<file path="config.mk">
export PLATFORM = sky130hd
export DESIGN_NAME = simd_stage_timing_queues
export DESIGN_NICKNAME = d
export VERILOG_FILES = /design/src/hw/rtl/sdq_pkg.sv /design/src/hw/rtl/sdq_cell.sv /design/src/hw/rtl/simd_stage_timing_queues.sv
export SDC_FILE = /design/constraint.sdc
export NUM_CORES = 1
export LEC_CHECK = 0
export BUFFER_PORTS_ARGS = -buffer_cell sky130_fd_sc_hd__buf_2
export CAP_MARGIN = 20
export CORE_MARGIN = 8
export CORE_UTILIZATION = 55
export CTS_CLUSTER_DIAMETER = 60
export DETAILED_ROUTE_END_ITERATION = 12
export PLACE_DENSITY = 0.73
export SYNTH_ARGS = -nofsm -noshare
export SYNTH_HDL_FRONTEND = slang
export SYNTH_SLANG_ARGS = --single-unit
</file>
<file path="constraint.sdc">
create_clock -name clk -period 8.63 [get_ports clk]
set_clock_uncertainty 0.15 [all_clocks]
set_input_delay 0 -clock clk [delete_from_list [all_inputs] [get_ports clk]]
set_output_delay 0 -clock clk [all_outputs]
set_load 0.05 [all_outputs]
</file>
<file path="src/hw/rtl/sdq_pkg.sv">
package sdq_pkg;

	localparam int ISSUE_DEPTH  = 8;
	localparam int DECODE_DEPTH = 4;
	localparam int EXEC_DEPTH   = 4;
	localparam int MAX_OUT      = 4;

	localparam int IQ_CW = $clog2(ISSUE_DEPTH + 1);
	localparam int DQ_CW = $clog2(DECODE_DEPTH + 1);
	localparam int EQ_CW = $clog2(EXEC_DEPTH + 1);
	localparam int MAX_DEPTH = (ISSUE_DEPTH > DECODE_DEPTH) ?
		((ISSUE_DEPTH > EXEC_DEPTH) ? ISSUE_DEPTH : EXEC_DEPTH) :
		((DECODE_DEPTH > EXEC_DEPTH) ? DECODE_DEPTH : EXEC_DEPTH);
	localparam int SCAN_W = $clog2(MAX_DEPTH + 1);
	localparam int NOUT_W = $clog2(MAX_OUT + 1);

	localparam logic OP_TICK  = 1'b0;
	localparam logic OP_ISSUE = 1'b1;

	localparam logic [1:0] KIND_DONE   = 2'd0;
	localparam logic [1:0] KIND_ACCEPT = 2'd1;
	localparam logic [1:0] KIND_REJECT = 2'd2;

	localparam logic [1:0] REG_WIDTH    = 2'd0;
	localparam logic [1:0] REG_DEC_LAT  = 2'd1;
	localparam logic [1:0] REG_EXEC_LAT = 2'd2;

	typedef struct packed {
		logic [7:0] tag;
		logic       ends;
		logic [7:0] wait_cnt;
	} entry_t;

	typedef struct packed {
		logic load;
		logic shift;
		logic dec;
	} cell_ctl_t;

endpackage

</file>
<file path="src/hw/rtl/sdq_cell.sv">
module sdq_cell (
	input  logic               clk,
	input  logic               arst_n,
	input  sdq_pkg::cell_ctl_t ctl,
	input  sdq_pkg::entry_t    din,
	input  sdq_pkg::entry_t    nxt,
	output sdq_pkg::entry_t    q
);

	sdq_pkg::entry_t e_q;

	assign q = e_q;

	// load wins over shift; count down only when neither moves the slot
	always_ff @(posedge clk or negedge arst_n) begin
		if (!arst_n) begin
			e_q <= '0;
		end else if (ctl.load) begin
			e_q <= din;
		end else if (ctl.shift) begin
			e_q <= nxt;
		end else if (ctl.dec && e_q.wait_cnt != 8'd0) begin
			e_q.wait_cnt <= e_q.wait_cnt - 8'd1;
		end
	end

endmodule

</file>
<file path="src/hw/rtl/simd_stage_timing_queues.sv">
// channel | dir | handshake          | payload
// s_*     | in  | s_tvalid/s_tready  | tuser opcode, tlast ends_warp, tdata tag/delay
// m_*     | out | m_tvalid/m_tready  | tuser kind, tlast last, tdata tag/warp_done
// apb     | in  | psel/penable       | stage_width, decode_latency, exec_latency
// A tick beat runs the completion, execute and decode scans, then a countdown step;
// each scan walks the execute, decode or issue queue fill taken at its start and pops
// one entry a cycle off the head of its cell row; the completion scan stalls while a
// completion waits on m_tready. Reset empties all queues and loads the register defaults.
module simd_stage_timing_queues (
	input  logic        clk,
	input  logic        arst_n,
	input  logic        s_tvalid,
	output logic        s_tready,
	input  logic [15:0] s_tdata,  // [7:0] op_tag, [15:8] ready_delay
	input  logic        s_tuser,  // [0] opcode
	input  logic        s_tlast,
	output logic        m_tvalid,
	input  logic        m_tready,
	output logic [15:0] m_tdata,  // [7:0] done_tag, [8] warp_done, rest zero
	output logic [1:0]  m_tuser,  // [1:0] kind
	output logic        m_tlast,
	input  logic        psel,
	input  logic        penable,
	input  logic        pwrite,
	input  logic [3:0]  paddr,
	input  logic [31:0] pwdata,
	output logic [31:0] prdata,
	output logic        pready
);

	typedef enum logic [2:0] {IDLE, COMP, EXEC, DECD, CNTD} state_t;

	state_t state_q;
	logic [4:0] width_q;
	logic [7:0] dec_lat_q, exec_lat_q;
	logic [sdq_pkg::IQ_CW-1:0] iq_cnt_q;
	logic [sdq_pkg::DQ_CW-1:0] dq_cnt_q;
	logic [sdq_pkg::EQ_CW-1:0] eq_cnt_q;
	logic [sdq_pkg::SCAN_W-1:0] idx_q, total_q;
	logic [sdq_pkg::NOUT_W-1:0] nout_q;
	sdq_pkg::entry_t pend_q;
	logic pend_v_q;
	logic out_v_q;
	logic [15:0] out_data_q;
	logic [1:0] out_kind_q;
	logic out_last_q;

	sdq_pkg::entry_t iq [sdq_pkg::ISSUE_DEPTH];
	sdq_pkg::entry_t dq [sdq_pkg::DECODE_DEPTH];
	sdq_pkg::entry_t eq [sdq_pkg::EXEC_DEPTH];

	logic iq_pop, iq_push, dq_pop, dq_push, eq_pop, eq_push, dec_all;
	sdq_pkg::entry_t iq_din, dq_din, eq_din;
	logic [sdq_pkg::IQ_CW-1:0] iq_wr;
	logic [sdq_pkg::DQ_CW-1:0] dq_wr;
	logic [sdq_pkg::EQ_CW-1:0] eq_wr;

	logic out_free, s_acc, cfg_wr, scan_end, emit, step_ok, mv;

	assign pready   = 1'b1;
	assign cfg_wr   = psel & penable & pwrite;
	assign out_free = !out_v_q || m_tready;
	assign s_tready = (state_q == IDLE) && out_free;
	assign s_acc    = s_tvalid && s_tready;
	assign m_tvalid = out_v_q;
	assign m_tdata  = out_data_q;
	assign m_tuser  = out_kind_q;
	assign m_tlast  = out_last_q;
	assign scan_end = (idx_q == total_q);

	always_comb begin
		unique case (paddr[3:2])
			sdq_pkg::REG_WIDTH:    prdata = {27'd0, width_q};
			sdq_pkg::REG_DEC_LAT:  prdata = {24'd0, dec_lat_q};
			sdq_pkg::REG_EXEC_LAT: prdata = {24'd0, exec_lat_q};
			default:               prdata = '0;
		endcase
	end

	assign emit = (state_q == COMP) && !scan_end && (eq[0].wait_cnt == 8'd0) &&
		(nout_q < sdq_pkg::NOUT_W'(sdq_pkg::MAX_OUT));
	assign step_ok = !(emit && pend_v_q && !out_free);

	always_comb begin
		iq_pop = 1'b0; iq_push = 1'b0; iq_din = iq[0];
		dq_pop = 1'b0; dq_push = 1'b0; dq_din = dq[0];
		eq_pop = 1'b0; eq_push = 1'b0; eq_din = eq[0];
		dec_all = 1'b0;
		mv = 1'b0;
		unique case (state_q)
			IDLE: begin
				if (s_acc && s_tuser == sdq_pkg::OP_ISSUE &&
					iq_cnt_q < sdq_pkg::IQ_CW'(sdq_pkg::ISSUE_DEPTH)) begin
					iq_push = 1'b1;
					iq_din  = '{tag: s_tdata[7:0], ends: s_tlast, wait_cnt: s_tdata[15:8]};
				end
			end
			COMP: begin
				if (!scan_end && step_ok) begin
					eq_pop  = 1'b1;
					eq_push = !emit;
				end
			end
			EXEC: begin
				if (!scan_end) begin
					mv = (dq[0].wait_cnt == 8'd0) && (8'(idx_q) < 8'(width_q)) &&
						(eq_cnt_q < sdq_pkg::EQ_CW'(sdq_pkg::EXEC_DEPTH));
					dq_pop = 1'b1;
					if (mv) begin
						eq_push = 1'b1;
						eq_din  = dq[0];
						eq_din.wait_cnt = exec_lat_q;
					end else begin
						dq_push = 1'b1;
					end
				end
			end
			DECD: begin
				if (!scan_end) begin
					mv = (iq[0].wait_cnt == 8'd0) && (8'(idx_q) < 8'(width_q)) &&
						(dq_cnt_q < sdq_pkg::DQ_CW'(sdq_pkg::DECODE_DEPTH));
					iq_pop = 1'b1;
					if (mv) begin
						dq_push = 1'b1;
						dq_din  = iq[0];
						dq_din.wait_cnt = dec_lat_q;
					end else begin
						iq_push = 1'b1;
					end
				end
			end
			CNTD: dec_all = 1'b1;
			default: ;
		endcase
	end

	assign iq_wr = iq_pop ? iq_cnt_q - 1'b1 : iq_cnt_q;
	assign dq_wr = dq_pop ? dq_cnt_q - 1'b1 : dq_cnt_q;
	assign eq_wr = eq_pop ? eq_cnt_q - 1'b1 : eq_cnt_q;

	for (genvar k = 0; k < sdq_pkg::ISSUE_DEPTH; k++) begin : g_iq
		sdq_pkg::cell_ctl_t c;
		assign c = '{load: iq_push && iq_wr == sdq_pkg::IQ_CW'(k), shift: iq_pop,
			dec: dec_all};
		sdq_cell u_cell (.clk, .arst_n, .ctl(c), .din(iq_din),
			.nxt(iq[(k + 1 < sdq_pkg::ISSUE_DEPTH) ? k + 1 : k]), .q(iq[k]));
	end

	for (genvar k = 0; k < sdq_pkg::DECODE_DEPTH; k++) begin : g_dq
		sdq_pkg::cell_ctl_t c;
		assign c = '{load: dq_push && dq_wr == sdq_pkg::DQ_CW'(k), shift: dq_pop,
			dec: dec_all};
		sdq_cell u_cell (.clk, .arst_n, .ctl(c), .din(dq_din),
			.nxt(dq[(k + 1 < sdq_pkg::DECODE_DEPTH) ? k + 1 : k]), .q(dq[k]));
	end

	for (genvar k = 0; k < sdq_pkg::EXEC_DEPTH; k++) begin : g_eq
		sdq_pkg::cell_ctl_t c;
		assign c = '{load: eq_push && eq_wr == sdq_pkg::EQ_CW'(k), shift: eq_pop,
			dec: dec_all};
		sdq_cell u_cell (.clk, .arst_n, .ctl(c), .din(eq_din),
			.nxt(eq[(k + 1 < sdq_pkg::EXEC_DEPTH) ? k + 1 : k]), .q(eq[k]));
	end

	always_ff @(posedge clk or negedge arst_n) begin
		if (!arst_n) begin
			width_q    <= 5'd4;
			dec_lat_q  <= 8'd1;
			exec_lat_q <= 8'd4;
		end else if (cfg_wr) begin
			unique case (paddr[3:2])
				sdq_pkg::REG_WIDTH:    width_q    <= pwdata[4:0];
				sdq_pkg::REG_DEC_LAT:  dec_lat_q  <= pwdata[7:0];
				sdq_pkg::REG_EXEC_LAT: exec_lat_q <= pwdata[7:0];
				default: ;
			endcase
		end
	end

	always_ff @(posedge clk or negedge arst_n) begin
		if (!arst_n) begin
			state_q  <= IDLE;
			iq_cnt_q <= '0;
			dq_cnt_q <= '0;
			eq_cnt_q <= '0;
			idx_q    <= '0;
			total_q  <= '0;
			nout_q   <= '0;
			pend_v_q <= 1'b0;
			out_v_q  <= 1'b0;
			pend_q   <= '0;
			out_data_q <= '0;
			out_kind_q <= '0;
			out_last_q <= 1'b0;
		end else begin
			iq_cnt_q <= iq_cnt_q + sdq_pkg::IQ_CW'(iq_push) - sdq_pkg::IQ_CW'(iq_pop);
			dq_cnt_q <= dq_cnt_q + sdq_pkg::DQ_CW'(dq_push) - sdq_pkg::DQ_CW'(dq_pop);
			eq_cnt_q <= eq_cnt_q + sdq_pkg::EQ_CW'(eq_push) - sdq_pkg::EQ_CW'(eq_pop);
			if (m_tready) out_v_q <= 1'b0;
			unique case (state_q)
				IDLE: begin
					if (s_acc) begin
						if (s_tuser == sdq_pkg::OP_ISSUE) begin
							out_v_q    <= 1'b1;
							out_kind_q <= (iq_cnt_q < sdq_pkg::IQ_CW'(sdq_pkg::ISSUE_DEPTH)) ?
								sdq_pkg::KIND_ACCEPT : sdq_pkg::KIND_REJECT;
							out_data_q <= {8'd0, s_tdata[7:0]};
							out_last_q <= 1'b1;
						end else begin
							state_q <= COMP;
							idx_q   <= '0;
							total_q <= sdq_pkg::SCAN_W'(eq_cnt_q);
							nout_q  <= '0;
						end
					end
				end
				COMP: begin
					if (scan_end) begin
						// flush the held completion as the final beat
						if (!pend_v_q || out_free) begin
							if (pend_v_q) begin
								out_v_q    <= 1'b1;
								out_kind_q <= sdq_pkg::KIND_DONE;
								out_data_q <= {7'd0, pend_q.ends, pend_q.tag};
								out_last_q <= 1'b1;
							end
							pend_v_q <= 1'b0;
							state_q  <= EXEC;
							idx_q    <= '0;
							total_q  <= sdq_pkg::SCAN_W'(dq_cnt_q);
						end
					end else if (step_ok) begin
						idx_q <= idx_q + 1'b1;
						if (emit) begin
							if (pend_v_q) begin
								out_v_q    <= 1'b1;
								out_kind_q <= sdq_pkg::KIND_DONE;
								out_data_q <= {7'd0, pend_q.ends, pend_q.tag};
								out_last_q <= 1'b0;
							end
							pend_q   <= eq[0];
							pend_v_q <= 1'b1;
							nout_q   <= nout_q + 1'b1;
						end
					end
				end
				EXEC: begin
					if (scan_end) begin
						state_q <= DECD;
						idx_q   <= '0;
						total_q <= sdq_pkg::SCAN_W'(iq_cnt_q);
					end else begin
						idx_q <= idx_q + 1'b1;
					end
				end
				DECD: begin
					if (scan_end) state_q <= CNTD;
					else idx_q <= idx_q + 1'b1;
				end
				CNTD: state_q <= IDLE;
				default: state_q <= IDLE;
			endcase
		end
	end

	a_iq_bound: assert property (@(posedge clk) disable iff (!arst_n)
		iq_cnt_q <= sdq_pkg::IQ_CW'(sdq_pkg::ISSUE_DEPTH)) else $error("issue overflow");
	a_eq_bound: assert property (@(posedge clk) disable iff (!arst_n)
		eq_cnt_q <= sdq_pkg::EQ_CW'(sdq_pkg::EXEC_DEPTH)) else $error("exec overflow");
	a_pend_comp: assert property (@(posedge clk) disable iff (!arst_n)
		pend_v_q |-> state_q == COMP) else $error("held completion outside scan");
	a_busy: assert property (@(posedge clk) disable iff (!arst_n)
		state_q != IDLE |-> !s_tready) else $error("ready while busy");

endmodule
</file>
# ---- After elaboration in Yosys (flattened, before gate mapping)
# Index checks and enable logic that the tools add are counted.
dict set report word_totals {
  latch_bits 0
  romBits 0
  memories 0
  register_bits 347
  ram_bits 0
}
dict set report op_classes {
  mul 0
  muxes 158
  order_cmp 5
  eq_ne 41
  div 0
  n_shift 0
  n_bitwise 4
  addsub 27
  n_reduce_logical 125
}
# cell count
set op_table {}
lappend op_table {{17-bit 2-to-1 mux} 21}
lappend op_table {{8-bit 2-to-1 mux} 35}
lappend op_table {{8-bit nonzero test} 16}
lappend op_table {{8-bit by 1-bit subtractor with 8-bit output (second input constant)} 16}
lappend op_table {{9-bit 2-to-1 mux} 13}
lappend op_table {{16-bit 2-to-1 mux} 7}
lappend op_table {{4-bit 2-to-1 mux} 13}
lappend op_table {{1-bit logical AND} 46}
lappend op_table {{3-bit nonzero test} 14}
lappend op_table {{3-bit 2-to-1 mux} 13}
lappend op_table {{1-bit 2-to-1 mux} 36}
lappend op_table {{2-bit nonzero test} 18}
lappend op_table {{16-bit case mux with 2 select lines} 1}
lappend op_table {{6-bit AND reduction} 5}
lappend op_table {{8-bit zero test} 3}
lappend op_table {{8-bit case mux with 3 select lines} 1}
lappend op_table {{2-bit inequality test (second input constant)} 11}
lappend op_table {{3-bit by 2-bit == test with 1-bit output (second input constant)} 6}
lappend op_table {{4-bit by 3-bit == test with 1-bit output (second input constant)} 4}
lappend op_table {{2-bit 2-to-1 mux} 8}
lappend op_table {{4-bit case mux with 4 select lines} 1}
lappend op_table {{3-bit case mux with 4 select lines} 1}
lappend op_table {{4-bit case mux with 3 select lines} 1}
lappend op_table {{2-bit AND reduction} 6}
lappend op_table {{other kinds (34)} 64}

# ---- Depth between registers and ports, before layout
dict set report logic_depth {
  depth_word 16
  depth_mapped 16
}

# ---- Modules after synthesis
# Synthesis repeated with hierarchy kept, for this count alone.
dict set report unflattened {
  cells_unflattened 2330
  hier_area_um2 21712.1
}
# module n_inst cells_per_inst area_each_um2
set by_module_without_submodules {}
lappend by_module_without_submodules {{sdq_cell at g_dq[0].u_cell ...} 15 115 1054.8}
lappend by_module_without_submodules {simd_stage_timing_queues 1 491 4829.6}
lappend by_module_without_submodules {{sdq_cell at g_eq[2].u_cell} 1 114 1061.0}

# ---- Worst setup path after synthesis
# Ideal clock, no wire load.
dict set report synth_timing {
  kind {register to register}
  startpoint {register g_dq[0].u_cell.e_q (netlist bit g_dq[0].u_cell.q[3])}
  endpoint {register eq_cnt_q[2] (netlist name)}
  path_stages_with_launch 15
  setup_slack_ns 5.223
  synth_period_minus_slack_ns 3.407
  path_buffers 2
  arrival_time_ns 3.131
  setup_ns 0.126
  cell_sequence {dfrtp_1 nor4_1 nand2_1 or2_2 nor3_1 buf_2 buf_2 a21oi_1 ha_1 inv_1 ha_1 inv_1 fa_1 xnor2_1 xnor2_1}
}
dict set report synth_between {
  elab_chain_len 8
}
# element line_no
set synth_rtl {}
lappend synth_rtl {{start, declared} sdq_cell.sv:10} ;# sdq_pkg::entry_t e_q;
lappend synth_rtl {{start signal, assigned} sdq_cell.sv:19} ;# e_q <= din;
lappend synth_rtl {{start signal, assigned} sdq_cell.sv:21} ;# e_q <= nxt;
lappend synth_rtl {{8-bit zero test} simd_stage_timing_queues.sv:106} ;# mv = (dq[0].wait_cnt == 8'd0) && (8'(idx_q) < 8'(width_q)) &&
lappend synth_rtl {{1-bit logical AND (2 in a row)} simd_stage_timing_queues.sv:106}
lappend synth_rtl {{1-bit 2-to-1 mux} simd_stage_timing_queues.sv:109} ;# if (mv) begin
lappend synth_rtl {{1-bit 2-to-1 mux} simd_stage_timing_queues.sv:105} ;# if (!scan_end) begin
lappend synth_rtl {{1-bit case mux with 2 select lines} simd_stage_timing_queues.sv:90} ;# unique case (state_q)
lappend synth_rtl {{3-bit by 1-bit adder with 3-bit output} simd_stage_timing_queues.sv:198} ;# eq_cnt_q <= eq_cnt_q + sdq_pkg::EQ_CW'(eq_push) - sdq_pkg::EQ_CW'(eq_pop);
lappend synth_rtl {{3-bit by 1-bit subtractor with 3-bit output} simd_stage_timing_queues.sv:198}
lappend synth_rtl {{end signal, assigned} simd_stage_timing_queues.sv:198}
lappend synth_rtl {{end, declared} simd_stage_timing_queues.sv:38} ;# logic [sdq_pkg::EQ_CW-1:0] eq_cnt_q;
# Every way passes these cells.
# A chain may end at the register's enable or synchronous reset.

# ---- Worst setup path in the final report
dict set report layout_timing {
  startpoint {register state_q[0]}
  endpoint {register g_eq[0].u_cell.e_q (netlist bit g_eq[0].u_cell.q[7])}
}
dict set report layout_between {
  elab_chain_len 14
}
# element line_no
set layout_rtl {}
lappend layout_rtl {{start, declared} simd_stage_timing_queues.sv:33} ;# state_t state_q;
lappend layout_rtl {{start signal, assigned} simd_stage_timing_queues.sv:182} ;# state_q <= IDLE;
lappend layout_rtl {{start signal, assigned} simd_stage_timing_queues.sv:210} ;# state_q <= COMP;
lappend layout_rtl {{start signal, assigned} simd_stage_timing_queues.sv:228} ;# state_q <= EXEC;
lappend layout_rtl {{3-bit by 1-bit == test with 1-bit output} {simd_stage_timing_queues.sv:80, simd_stage_timing_queues.sv:90}}
lappend layout_rtl {{1-bit logical AND (3 in a row)} simd_stage_timing_queues.sv:80} ;# assign emit = (state_q == COMP) && !scan_end && (eq[0].wait_cnt == 8'd0) &&
lappend layout_rtl {{1-bit logical AND (2 in a row)} simd_stage_timing_queues.sv:82} ;# assign step_ok = !(emit && pend_v_q && !out_free);
lappend layout_rtl {{1-bit zero test} simd_stage_timing_queues.sv:82}
lappend layout_rtl {{1-bit logical AND} simd_stage_timing_queues.sv:99} ;# if (!scan_end && step_ok) begin
lappend layout_rtl {{1-bit 2-to-1 mux} simd_stage_timing_queues.sv:99}
lappend layout_rtl {{1-bit 2-to-1 mux} simd_stage_timing_queues.sv:90}
lappend layout_rtl {{3-bit 2-to-1 mux} simd_stage_timing_queues.sv:139} ;# assign eq_wr = eq_pop ? eq_cnt_q - 1'b1 : eq_cnt_q;
lappend layout_rtl {{3-bit zero test} simd_stage_timing_queues.sv:159} ;# assign c = '{load: eq_push && eq_wr == sdq_pkg::EQ_CW'(k), shift: eq_pop,
lappend layout_rtl {{1-bit logical AND} simd_stage_timing_queues.sv:159}
lappend layout_rtl {{3-bit nonzero test (no line) / 17-bit 2-to-1 mux (equally long branches)} --}
lappend layout_rtl {{end signal, assigned} sdq_cell.sv:19}
lappend layout_rtl {{end signal, assigned} sdq_cell.sv:21}
lappend layout_rtl {{end, declared} sdq_cell.sv:10}
# Parallel ways exist; a longest one is shown, timed or not.

==> impl_metrics.csv <==
group,metric,value,unit
synth,yosys.area_share.simple,15.28,%
detailed_routing,drtPass1Iterations,5,
finish,num-nets-final,2260,
finish,syn_to_final_growth,12.82,%
synth,synth.most_common_cell,"dfrtp_1",
power,internal_power,0.005079,W
cts,h-tree-depth,2,
synth,ys_seq_area_share,43.06,%
synth,synth_top_family_by_area,"compound AO/OA/AOI/OAI gates",
detailed_routing,wl,49940,µm
setup_path,cp-start-kind,"flop",
setup_path,crit_arrival,5310,ps
cts,clock_latency,540,ps
cts,cts_tree,"done",
setup_path,rr_worst_depth,9,
sta,slew_viol_final,0,
synth,yosysUniqueCellTypes,90,
global_route,grt_pass1_wl,80740,µm
detailed_routing,routedWlPerCell,18.92,µm
global_route,grt_antenna_before_repair,0,
place,gp_congestion,0.8436,
detailed_routing,remaining_drc_errors,0,
synth,async_flop_share,100.0,%
synth,synthAdderAreaFrac,3.468,%
power,seqPwrFrac,34.0,%
sta,timing.hold.ws,-2.953,ps
cts,clk_path_buf_depth,3,
place,post-place-ws,3648,ps
floorplan,coreArea,0.03548,mm²
detailed_routing,ant_nets,0,
setup_path,crit_type,"flop to flop",
synth,synthCells,2087,
place,port-buffer-count,56,
synth,synth_top_area_share,42.66,%
cts,cts-resized-gates,0,
cts,clk_pin_slew,60,ps
power,p_clk_share,21.1,%
sta,fin_crit,5041,ps
detailed_routing,viasPerCell,5.924,
floorplan,start_util,55.71,%
sta,period_share,58.41,%
sta,rsz0062_at_grt,"false",
global_route,grt_pass1_vias,15209,
setup_path,cp.required,8900,ps
synth,ys.flop_type,"dfrtp_1",
power,ir_drop,0.2799,mV
status,violations,"negative hold slack",
power,total_leakage_power,9.984,nW
global_route,gr-total-overflow,0,
sta,maxClockFrequency,0.1984,GHz
floorplan,die_x,205.6,µm
sta,finalHoldViolations,1,
synth,synth_edf_count,0,
power,comb_power_share,44.9,%
setup_path,crit_path_end_kind,"flop",
sta,tightest_slew,1202,ps
sta,setup_violations,0,
synth,synth_compound_area_share,17.64,%
synth,synth_top_cells_by_count,"dfrtp_1, nand2_1, a21oi_1",
synth,ys_seq_elements,340,
floorplan,pin_count,115,
power,powerDensity,395.9,mW/mm²
cts,holdBufCountCts,42,
detailed_routing,dr.first_iter.drc_count,1319,
setup_path,cp_max_fo,53,
cts,cts_setup_buffers,0,
synth,synth-xor-area-share,5.044,%
global_route,track_usage,23.36,%
floorplan,die_h,205.6,µm
power,p_sw,0.003751,W
cts,clock-sinks,340,
synth,yosys-top-cells-area,"dfrtp_1, mux2i_1, a21oi_1",
synth,synth_top_area_cell,"dfrtp_1",
status,status,"finished, violations left",
synth,synth_area,0.01977,mm²
power,switching_share,42.48,%
floorplan,num_rows,69,
detailed_routing,vias,15639,
cts,root_buffer,"clkbuf_16",
min_path,hp-class,"primary input to async pin",
synth,ys_warn_count,0,
sta,slew_headroom,19.85,%
finish,drive_above_1_share,11.11,%
sta,fin_ws,3589,ps
global_route,grt_max_degree,122,
synth,avgSynthCellArea,9.472,µm²
place,hpwl,33160,µm
run,max_cap_viol_count,0,
sta,finalSetupTns,0,ps
cts,cts_buffers,41,
synth,muxShareOfSynthArea,10.08,%
floorplan,design.die.area,0.04227,mm²
flip-flops by register name (all words and copies together), names as in the netlist, 2 cells and up:
register and flops:
dq_cnt_q 3, dec_lat_q 8, g_dq.u_cell.q 68, eq_cnt_q 3, width_q 5, exec_lat_q 8, g_iq.u_cell.q 136, pend_q 9
iq_cnt_q 4, m_tdata 9, state_q 3, m_tuser 2, idx_q 4, nout_q 3, total_q 4, g_eq.u_cell.q 68
placed cells by master, fill, tap and decap left out, types with 16 or more instances in the layout:
cell / synthesis / final
a21oi_1: 165 / 165
xnor2_1: 68 / 68
buf_4: 35 / 27
nor2_1: 146 / 146
and2_1: 90 / 90
xor2_1: 44 / 44
a211oi_1: 102 / 102
nor4_1: 30 / 30
buf_2: 26 / 56
mux2i_1: 153 / 153
mux2_2: 41 / 41
a211o_1: 16 / 16
o21ai_0: 115 / 115
clkbuf_16: 0 / 43
nor3_1: 24 / 20
ha_1: 50 / 50
inv_1: 82 / 82
dlygate4sd3_1: 0 / 43
nand2_1: 213 / 213
nand3_1: 28 / 28
dfrtp_1: 337 / 337
conb_1: 2 / 32
o211ai_1: 18 / 18
per-layer routing:
| layer | vias to the layer above | track usage (%) | share of wire [%] |
|---|---|---|---|
| met5 | - | 0 | 0 |
| met4 | 0 | 8.067 | 3.1 |
| met3 | 92 | 3.164 | 5.2 |
| met2 | 434 | 39.11 | 48 |
| met1 | 7622 | 30.82 | 43 |
| li1 | 7491 | - | - |
per-stage QoR:
step	cell area, µm²	total power (W)	instances	util [%]
floorplan	19880	0.005917	2117	-
global placement	20260	0.006705	2514	57.11
detailed placement	20280	0.006886	2515	57.14
CTS	22170	0.008815	2632	62.47
global route	22300	0.009495	2639	62.85
finish	22300	0.008831	2640	62.86
logic make-up (layout without fill, tap and decap cells):
kind of cell	count (synthesis)	in the layout
buffers and inverters	234	295
adders and majority gates	53	53
muxes	194	194
AOI/OAI and AO/OA	532	532
xor gates and xnor gates	113	113
other	2	33
DFF	340	340
and+or+nand+nor	619	619
cell type report:
cell class | count | area, µm²
diodes | 1 | 2.502
well taps | 461 | 576.8
inverters | 87 | 329.1
clock inverters | 15 | 239.0
multi-input cells | 1543 | 10350
repair buffers | 133 | 1061
flip-flops and latches | 340 | 8512
fillers | 2820 | 13180
clock buffers | 60 | 1230
worst paths after layout:
| kind | startpoint | to | slack (ps) |
|---|---|---|---|
| worst max-delay path | state_q[0] | g_eq[0].u_cell.q[7] | 3590 |
| worst min-delay path | arst_n | exec_lat_q[4] | -3 |
| worst max register to register | state_q[0] | g_eq[0].u_cell.q[7] | 3590 |
| worst min register to register | g_iq[7].u_cell.q[8] | g_iq[7].u_cell.q[8] | 330 |
| max in group asynchronous | arst_n | m_tuser[0] | 6940 |
| min in group clk | psel | dec_lat_q[5] | 90 |
worst max-delay path: stages (launching register included):
cell	delay [ps]
dfrtp_1	820
or3b_2	710
a41oi_2	480
nand2_1	90
buf_4	290
inv_2	790
o211ai_1	190
o31ai_1	160
nand2_1	700
mux2_2	520
power by group through the flow:
stage                     Clock [W]  Sequential, W  Combinational [W]
after global placement            0        0.00298            0.00373
after global routing        0.00195        0.00310            0.00445
after CTS                   0.00189        0.00299            0.00393
final                       0.00186        0.00301            0.00397
after floorplan                   0        0.00282            0.00310
after detailed placement          0        0.00301            0.00388
Note: power is estimated with default switching activity, not from simulation.
